==> src/sv/esdate_pkg.sv <==
package esdate_pkg;

   localparam logic [11:0] FirstYear      = 12'd1970;
   localparam logic [3:0]  FirstMonth     = 4'd1;
   localparam logic [3:0]  LastMonth      = 4'd12;
   localparam logic [31:0] SecsCommonYear = 32'd31536000;
   localparam logic [31:0] SecsLeapYear   = 32'd31622400;
   localparam logic [16:0] SecsPerDay     = 17'd86400;
   localparam logic [11:0] SecsPerHour    = 12'd3600;
   localparam logic [5:0]  SecsPerMinute  = 6'd60;

   // reciprocals: day = (rest >> 7) * DayRecip >> 24, exact below 31 days
   localparam logic [14:0] DayRecip  = 15'd24856;
   // hour = (rest >> 4) * HourRecip >> 20, exact below one day
   localparam logic [12:0] HourRecip = 13'd4661;
   // minute = rest * MinRecip >> 20, exact below one hour
   localparam logic [14:0] MinRecip  = 15'd17477;

   typedef struct packed {
      logic load;
      logic year_step;
      logic month_step;
      logic day_q;
      logic day_r;
      logic hour_q;
      logic hour_r;
      logic min_q;
      logic min_r;
   } cmd_type;

   typedef struct packed {
      logic year_done;
      logic month_done;
   } status_type;

   // length of a month in seconds
   function automatic logic [21:0] month_secs(input logic leap, input logic [3:0] month);
      logic [4:0] days;
      unique case (month) inside
         4'd2:                      days = leap ? 5'd29 : 5'd28;
         4'd4, 4'd6, 4'd9, 4'd11:   days = 5'd30;
         default:                   days = 5'd31;
      endcase
      return 22'(days) * 22'(SecsPerDay);
   endfunction

endpackage

==> src/sv/epoch_seconds_to_calendar_date_core.sv <==
// channel   ports                                  handshake
// request   req_epoch_seconds                      start, taken when busy is low
// response  rsp_year, rsp_month, rsp_day,          rsp_strobe, one cycle, no stall
//           rsp_hour, rsp_minute, rsp_second
//
// one transaction at a time: after the accepting edge a year loop (one year a
// cycle) and then a month loop (one month a cycle) run, then the day, hour and
// minute steps, and then the result strobe.
// day, hour and minute each take a reciprocal multiply and a remainder step
// reset is synchronous and active high, returns the controller to idle
// busy stays high through the strobe cycle; the receiver cannot stall results
module epoch_seconds_to_calendar_date_core (
   input  logic        clock,
   input  logic        reset,
   input  logic        start,
   output logic        busy,
   input  logic [31:0] req_epoch_seconds,
   output logic        rsp_strobe,
   output logic [11:0] rsp_year,
   output logic [3:0]  rsp_month,
   output logic [4:0]  rsp_day,
   output logic [4:0]  rsp_hour,
   output logic [5:0]  rsp_minute,
   output logic [5:0]  rsp_second
);

   esdate_pkg::cmd_type    cmd;
   esdate_pkg::status_type status;

   esdate_ctrl u_ctrl (
      .clock      (clock),
      .reset      (reset),
      .start      (start),
      .status     (status),
      .cmd        (cmd),
      .busy       (busy),
      .rsp_strobe (rsp_strobe)
   );

   esdate_dpath u_dpath (
      .clock             (clock),
      .reset             (reset),
      .cmd               (cmd),
      .req_epoch_seconds (req_epoch_seconds),
      .status            (status),
      .rsp_year          (rsp_year),
      .rsp_month         (rsp_month),
      .rsp_day           (rsp_day),
      .rsp_hour          (rsp_hour),
      .rsp_minute        (rsp_minute),
      .rsp_second        (rsp_second)
   );

endmodule

==> src/sv/esdate_ctrl.sv <==
module esdate_ctrl (
   input  logic                   clock,
   input  logic                   reset,
   input  logic                   start,
   input  esdate_pkg::status_type status,
   output esdate_pkg::cmd_type    cmd,
   output logic                   busy,
   output logic                   rsp_strobe
);

   localparam logic [3:0] S_IDLE   = 4'd0;
   localparam logic [3:0] S_YEAR   = 4'd1;
   localparam logic [3:0] S_MONTH  = 4'd2;
   localparam logic [3:0] S_DAY_Q  = 4'd3;
   localparam logic [3:0] S_DAY_R  = 4'd4;
   localparam logic [3:0] S_HOUR_Q = 4'd5;
   localparam logic [3:0] S_HOUR_R = 4'd6;
   localparam logic [3:0] S_MIN_Q  = 4'd7;
   localparam logic [3:0] S_MIN_R  = 4'd8;
   localparam logic [3:0] S_DONE   = 4'd9;

   logic [3:0] state_ff;
   logic [3:0] state_in;

   always_comb begin
      state_in = state_ff;
      cmd      = '0;
      unique case (state_ff)
         S_IDLE: begin
            if (start) begin
               cmd.load = 1'b1;
               state_in = S_YEAR;
            end
         end
         S_YEAR: begin
            if (status.year_done) begin
               state_in = S_MONTH;
            end else begin
               cmd.year_step = 1'b1;
            end
         end
         S_MONTH: begin
            if (status.month_done) begin
               state_in = S_DAY_Q;
            end else begin
               cmd.month_step = 1'b1;
            end
         end
         S_DAY_Q: begin
            cmd.day_q = 1'b1;
            state_in  = S_DAY_R;
         end
         S_DAY_R: begin
            cmd.day_r = 1'b1;
            state_in  = S_HOUR_Q;
         end
         S_HOUR_Q: begin
            cmd.hour_q = 1'b1;
            state_in   = S_HOUR_R;
         end
         S_HOUR_R: begin
            cmd.hour_r = 1'b1;
            state_in   = S_MIN_Q;
         end
         S_MIN_Q: begin
            cmd.min_q = 1'b1;
            state_in  = S_MIN_R;
         end
         S_MIN_R: begin
            cmd.min_r = 1'b1;
            state_in  = S_DONE;
         end
         S_DONE: begin
            state_in = S_IDLE;
         end
         default: begin
            state_in = S_IDLE;
         end
      endcase
   end

   always_ff @(posedge clock) begin
      if (reset) begin
         state_ff <= S_IDLE;
      end else begin
         state_ff <= state_in;
      end
   end

   assign busy       = (state_ff != S_IDLE);
   assign rsp_strobe = (state_ff == S_DONE);

   // result strobe lasts one cycle and frees the block
   a_done_to_idle: assert property (@(posedge clock) disable iff (reset)
      (state_ff == S_DONE) |=> (state_ff == S_IDLE))
      else $error("result strobe not followed by idle");

   a_accept_busy: assert property (@(posedge clock) disable iff (reset)
      (start && !busy) |=> (busy && !rsp_strobe))
      else $error("accepted transaction did not start work");

   a_single_cmd: assert property (@(posedge clock) disable iff (reset)
      $onehot0(cmd))
      else $error("more than one datapath command at once");

endmodule

==> src/sv/esdate_dpath.sv <==
module esdate_dpath (
   input  logic                   clock,
   input  logic                   reset,
   input  esdate_pkg::cmd_type    cmd,
   input  logic [31:0]            req_epoch_seconds,
   output esdate_pkg::status_type status,
   output logic [11:0]            rsp_year,
   output logic [3:0]             rsp_month,
   output logic [4:0]             rsp_day,
   output logic [4:0]             rsp_hour,
   output logic [5:0]             rsp_minute,
   output logic [5:0]             rsp_second
);

   logic [31:0] rest_ff,   rest_in;
   logic [11:0] year_ff,   year_in;
   logic [3:0]  month_ff,  month_in;
   logic [4:0]  day_ff,    day_in;
   logic [4:0]  hour_ff,   hour_in;
   logic [5:0]  minute_ff, minute_in;
   logic [5:0]  second_ff, second_in;

   logic        leap;
   logic [31:0] span;
   logic [21:0] msecs;
   logic [29:0] day_prod;
   logic [25:0] hour_prod;
   logic [26:0] min_prod;
   logic [16:0] day_rem;
   logic [11:0] hour_rem;
   logic [5:0]  sec_rem;

   always_comb begin
      leap  = (year_ff[1:0] == 2'b00);
      span  = leap ? esdate_pkg::SecsLeapYear : esdate_pkg::SecsCommonYear;
      msecs = esdate_pkg::month_secs(leap, month_ff);

      status.year_done  = (rest_ff < span);
      status.month_done = (month_ff == esdate_pkg::LastMonth) || (rest_ff < 32'(msecs));

      day_prod  = 30'(rest_ff[21:7]) * 30'(esdate_pkg::DayRecip);
      hour_prod = 26'(rest_ff[16:4]) * 26'(esdate_pkg::HourRecip);
      min_prod  = 27'(rest_ff[11:0]) * 27'(esdate_pkg::MinRecip);

      day_rem  = 17'(rest_ff[21:0] - 22'(day_ff) * 22'(esdate_pkg::SecsPerDay));
      hour_rem = 12'(rest_ff[16:0] - 17'(hour_ff) * 17'(esdate_pkg::SecsPerHour));
      sec_rem  = 6'(rest_ff[11:0] - 12'(minute_ff) * 12'(esdate_pkg::SecsPerMinute));
   end

   always_comb begin
      rest_in   = rest_ff;
      year_in   = year_ff;
      month_in  = month_ff;
      day_in    = day_ff;
      hour_in   = hour_ff;
      minute_in = minute_ff;
      second_in = second_ff;
      if (cmd.load) begin
         rest_in  = req_epoch_seconds;
         year_in  = esdate_pkg::FirstYear;
         month_in = esdate_pkg::FirstMonth;
      end
      if (cmd.year_step) begin
         rest_in = rest_ff - span;
         year_in = year_ff + 12'd1;
      end
      if (cmd.month_step) begin
         rest_in  = rest_ff - 32'(msecs);
         month_in = month_ff + 4'd1;
      end
      if (cmd.day_q) begin
         day_in = day_prod[28:24];
      end
      if (cmd.day_r) begin
         rest_in = 32'(day_rem);
         day_in  = day_ff + 5'd1;
      end
      if (cmd.hour_q) begin
         hour_in = hour_prod[24:20];
      end
      if (cmd.hour_r) begin
         rest_in = 32'(hour_rem);
      end
      if (cmd.min_q) begin
         minute_in = min_prod[25:20];
      end
      if (cmd.min_r) begin
         second_in = sec_rem;
      end
   end

   always_ff @(posedge clock) begin
      rest_ff   <= rest_in;
      year_ff   <= year_in;
      month_ff  <= month_in;
      day_ff    <= day_in;
      hour_ff   <= hour_in;
      minute_ff <= minute_in;
      second_ff <= second_in;
   end

   assign rsp_year   = year_ff;
   assign rsp_month  = month_ff;
   assign rsp_day    = day_ff;
   assign rsp_hour   = hour_ff;
   assign rsp_minute = minute_ff;
   assign rsp_second = second_ff;

   a_month_range: assert property (@(posedge clock) disable iff (reset)
      cmd.month_step |-> (month_ff < esdate_pkg::LastMonth))
      else $error("month search ran past december");

   a_day_rem: assert property (@(posedge clock) disable iff (reset)
      cmd.day_r |=> (rest_ff < 32'(esdate_pkg::SecsPerDay)) && (day_ff != 5'd0))
      else $error("day quotient off");

   a_hour_rem: assert property (@(posedge clock) disable iff (reset)
      cmd.hour_r |=> (rest_ff < 32'(esdate_pkg::SecsPerHour)) && (hour_ff < 5'd24))
      else $error("hour quotient off");

   a_min_rem: assert property (@(posedge clock) disable iff (reset)
      cmd.min_r |=> (minute_ff < 6'd60) && (second_ff < 6'd60))
      else $error("minute quotient off");

endmodule
==> config.mk <==
export PLATFORM = sky130hd
export DESIGN_NAME = epoch_seconds_to_calendar_date_core
export DESIGN_NICKNAME = d
export VERILOG_FILES = /design/src/sv/esdate_pkg.sv /design/src/sv/epoch_seconds_to_calendar_date_core.sv /design/src/sv/esdate_ctrl.sv /design/src/sv/esdate_dpath.sv
export SDC_FILE = /design/constraint.sdc
export NUM_CORES = 1
export LEC_CHECK = 0
export ABC_AREA = 1
export ABC_CLOCK_PERIOD_IN_PS = 5000
export BUFFER_PORTS_ARGS = -buffer_cell sky130_fd_sc_hd__buf_2
export CORE_MARGIN = 2
export CORE_UTILIZATION = 46
export CTS_BUF_LIST = sky130_fd_sc_hd__clkbuf_2 sky130_fd_sc_hd__clkbuf_4 sky130_fd_sc_hd__clkbuf_8
export DETAILED_ROUTE_END_ITERATION = 10
export PLACE_DENSITY_LB_ADDON = 0.05
export SYNTH_ARGS = -nofsm -noshare
export SYNTH_HDL_FRONTEND = slang
export SYNTH_HIERARCHICAL = 1
export SYNTH_SLANG_ARGS = --single-unit
export TNS_END_PERCENT = 10
==> constraint.sdc <==
create_clock -name clock -period 5 [get_ports clock]
set_input_delay 0.75 -clock clock [delete_from_list [all_inputs] [get_ports clock]]
set_output_delay 0.75 -clock clock [all_outputs]
set_load 0.05 [all_outputs]
==> results.py <==
metrics = {
    "status": {
        "run_status": "completed",
    },
    "timing": {
        "period_needed_ns": 4.660,
        "finalSetupViolCount": 0,
        "setup_tns_ns": 0,
        "setup_repair_after_global_routing_missed_its_margin": "false",
        "slew_viol_final": 0,
        "worst_slew_margin_rel": 0.4627,
        "fmax_mhz": 214.6,
        "tightestPinTransition_ns": 0.7992,
        "report.final.hold_viol_count": 0,
        "period_share": 0.9320,
        "finalClockSkew_ns": 0.02383,
    },
    "final_layout": {
        "final_net_count": 2481,
        "layout-drive-gt1-share": 0.08982,
        "final_common_cell": "sky130_fd_sc_hd__nand2_1",
        "area.growth.synth_to_final_pct": 8.602,
        "final_util": 0.5044,
        "final_cell_mix": "sky130_fd_sc_hd__nand2_1, sky130_fd_sc_hd__inv_1, sky130_fd_sc_hd__ha_1",
    },
    "placement": {
        "place.detailed.hpwl_um": 37370,
        "buffer_ports.inserted": 74,
        "place_congestion": 0.9779,
    },
    "synth": {
        "synth-warning-count": 6,
        "ys_seq_area_frac": 0.1406,
        "synth_edf_count": 50,
        "syn-instance-count": 1991,
        "synth_flop_cell": "sky130_fd_sc_hd__edfxtp_1",
        "syn_nets": 2384,
        "synth_cell_types": 52,
        "synth-seq-cells": 74,
        "syn-mean-instance-area_um2": 7.079,
        "post_synth_arst_share": 0,
        "mappedNetlistArea_um2": 14090,
    },
    "clock_tree": {
        "htree_num_levels": 3,
        "worst_setup_hold_path_clk_slew_ns": 0.10,
        "cts-root-to-sink-buffers": 2,
        "cts_inserted_buffers": 9,
        "clock-sinks": 74,
        "clockRootBuffer": "sky130_fd_sc_hd__clkbuf_8",
        "ctsHoldBuffers": 0,
        "tritoncts": "yes",
        "clock_insertion_delay_at_the_later_pin_of_the_skew_report_ns": 0.41,
    },
    "floorplanning": {
        "die_h_um": 179.0,
        "effective_utilization_at_floorplan": 0.4644,
        "placementRows": 64,
        "die_area_um2": 32060,
        "core_ar_um2": 30350,
        "pin_count": 75,
        "fp.dieW_um": 179.0,
    },
    "route": {
        "drtIter0Drc": 983,
        "route.met2.wl_um": 17950,
        "routed_wl_um": 44010,
        "vias_per_cell": 5.292,
        "detail-route-antenna-nets": 0,
        "drc": 0,
        "routed_wire_length_per_instance_um": 17.68,
        "detail_route.first_pass.iterations": 5,
        "dr.max_layer_used": "met4",
        "wire_length_on_met3_um": 3403,
        "drt-met1-wl_um": 22010,
        "via_count": 13177,
    },
    "worst_setup_path": {
        "worst_path_max_delay_cell": "sky130_fd_sc_hd__edfxtp_1",
        "start_kind": "register",
        "cp.required_ns": 5.13,
        "cp-end-kind": "register",
        "critPathKind": "reg -> reg",
        "critical_path_cell_list": "inv_1, ha_1, nand3_1, o211ai_1, inv_1, ha_1, inv_1, ha_1, a21oi_1, o21ai_0, a21oi_1, nand4_1, o21ai_0, inv_1, nand3_1, inv_1, buf_6, inv_2, a21oi_1, o21ai_0, nand3_1, nand2_1, o211ai_1",
        "cp_data_arrival_time_ns": 4.79,
        "cp_slowest_stage_delay_ns": 0.47,
        "crit_top_cell": "sky130_fd_sc_hd__inv_1",
        "worstPathMaxFanout": 23,
    },
    "grt": {
        "antenna_found_initial": 0,
        "grt_usage": 0.2818,
        "vias_in_the_first_global_route": 12233,
        "grt_max_degree": 24,
        "first_pass_grt_wire_length_um": 68170,
        "grt-ovfl-total": 0,
    },
    "run": {
        "drv.max_cap_violation_count": 0,
    },
    "hold_path": {
        "min_path_type": "in -> reg",
    },
}
-- worst paths after layout --
path | startpoint | end | slack (ns) | depth (start not counted)
worst max-delay path | u_dpath/rsp_month[0]$_SDFFCE_PN1P_ | u_dpath/rest_ff[10]$_DFFE_PP_ | 0.34 | 23
worst min-delay path | reset | u_ctrl/state_ff[2]$_SDFFE_PP0P_ | 0.58 | 2
worst max register to register | u_dpath/rsp_month[0]$_SDFFCE_PN1P_ | u_dpath/rest_ff[10]$_DFFE_PP_ | 0.34 | 23
worst min register to register | u_ctrl/state_ff[0]$_SDFFE_PP0P_ | u_ctrl/state_ff[0]$_SDFFE_PP0P_ | 0.63 | 4
-- area by class of cell --
type / count / area [µm²]
inverter: 408 / 1531
fill: 3175 / 15040
clock buffer: 9 / 123.9
sequential: 74 / 1982
multi-input combinational: 1490 / 10490
clock inverter: 7 / 77.57
antenna: 1 / 2.502
tap: 396 / 495.5
timing repair buffer: 105 / 606.8
-- cell usage after synthesis (9+ instances only) --
cell type,n,area share
sky130_fd_sc_hd__a21oi_1,120,0.043
sky130_fd_sc_hd__nor2_2,16,0.0071
sky130_fd_sc_hd__xor2_1,27,0.017
sky130_fd_sc_hd__nand4_1,27,0.012
sky130_fd_sc_hd__o21ai_0,82,0.029
sky130_fd_sc_hd__xnor2_1,22,0.014
sky130_fd_sc_hd__inv_1,388,0.10
sky130_fd_sc_hd__nor3_1,17,0.0060
sky130_fd_sc_hd__nor2_1,152,0.040
sky130_fd_sc_hd__a21o_1,11,0.0059
sky130_fd_sc_hd__fa_1,72,0.10
sky130_fd_sc_hd__nand3_1,131,0.047
sky130_fd_sc_hd__edfxtp_1,50,0.11
sky130_fd_sc_hd__clkbuf_1,9,0.0024
sky130_fd_sc_hd__nand2_2,12,0.0053
sky130_fd_sc_hd__dfxtp_1,24,0.034
sky130_fd_sc_hd__o21ai_1,13,0.0046
sky130_fd_sc_hd__o211ai_1,10,0.0053
sky130_fd_sc_hd__ha_1,286,0.25
sky130_fd_sc_hd__nand2_1,419,0.11
sky130_fd_sc_hd__a31oi_1,9,0.0040
sky130_fd_sc_hd__inv_2,19,0.0051
-- flip-flops by register name (all words and copies together) (netlist names) --
name / flops
u_dpath/rsp_month: 4
u_ctrl/state_ff: 4
u_dpath/rsp_hour: 5
u_dpath/rsp_second: 6
u_dpath/rsp_year: 12
u_dpath/rsp_minute: 6
u_dpath/rsp_day: 5
u_dpath/rest_ff: 32
-- worst max-delay path, delay by kind of cell, from the launching register on --
kind,cells,cell delay [ns]
compound gates,8,1.43
buf+inv,7,1.00
fa+ha+maj,3,0.77
simple gates,5,0.72
flops,1,0.47
-- logic make-up after synthesis --
| kind of cell | synth area share |
|---|---|
| AOI/OAI and AO/OA | 0.1090 |
| adders and majority gates | 0.3561 |
| DFF | 0.1406 |
| buffers and inverters | 0.1158 |
| xor gates and xnor gates | 0.03045 |
| other | 0.0002661 |
| and+or+nand+nor | 0.2478 |
-- per-layer routing --
layer | GRT usage | up-vias
li1 | - | 6668
met2 | 0.4080 | 419
met4 | 0.05928 | 0
met1 | 0.4304 | 6050
met3 | 0.05153 | 40
met5 | 0 | -
-- per-stage QoR --
stage	setup WS [ns]	hold WS (ns)	area, µm²	cells
finish	0.3398	0.5770	15310	2490
floorplan	0.5885	0.5083	14090	1991
detailed placement	0.2541	0.6141	15070	2470
global route	0.002248	0.5658	15300	2489
global placement	0.4374	0.5972	15070	2470
CTS	0.2076	0.5648	15270	2486
-- timing repair --
action,CTS,global route
setup buffers,0,3
gates resized for setup,0,2
setup endpoints to repair,0,15
Power is left out: the tool's default activity adds up to more than one toggle a clock period on the data nets, which glitch-free logic cannot reach.
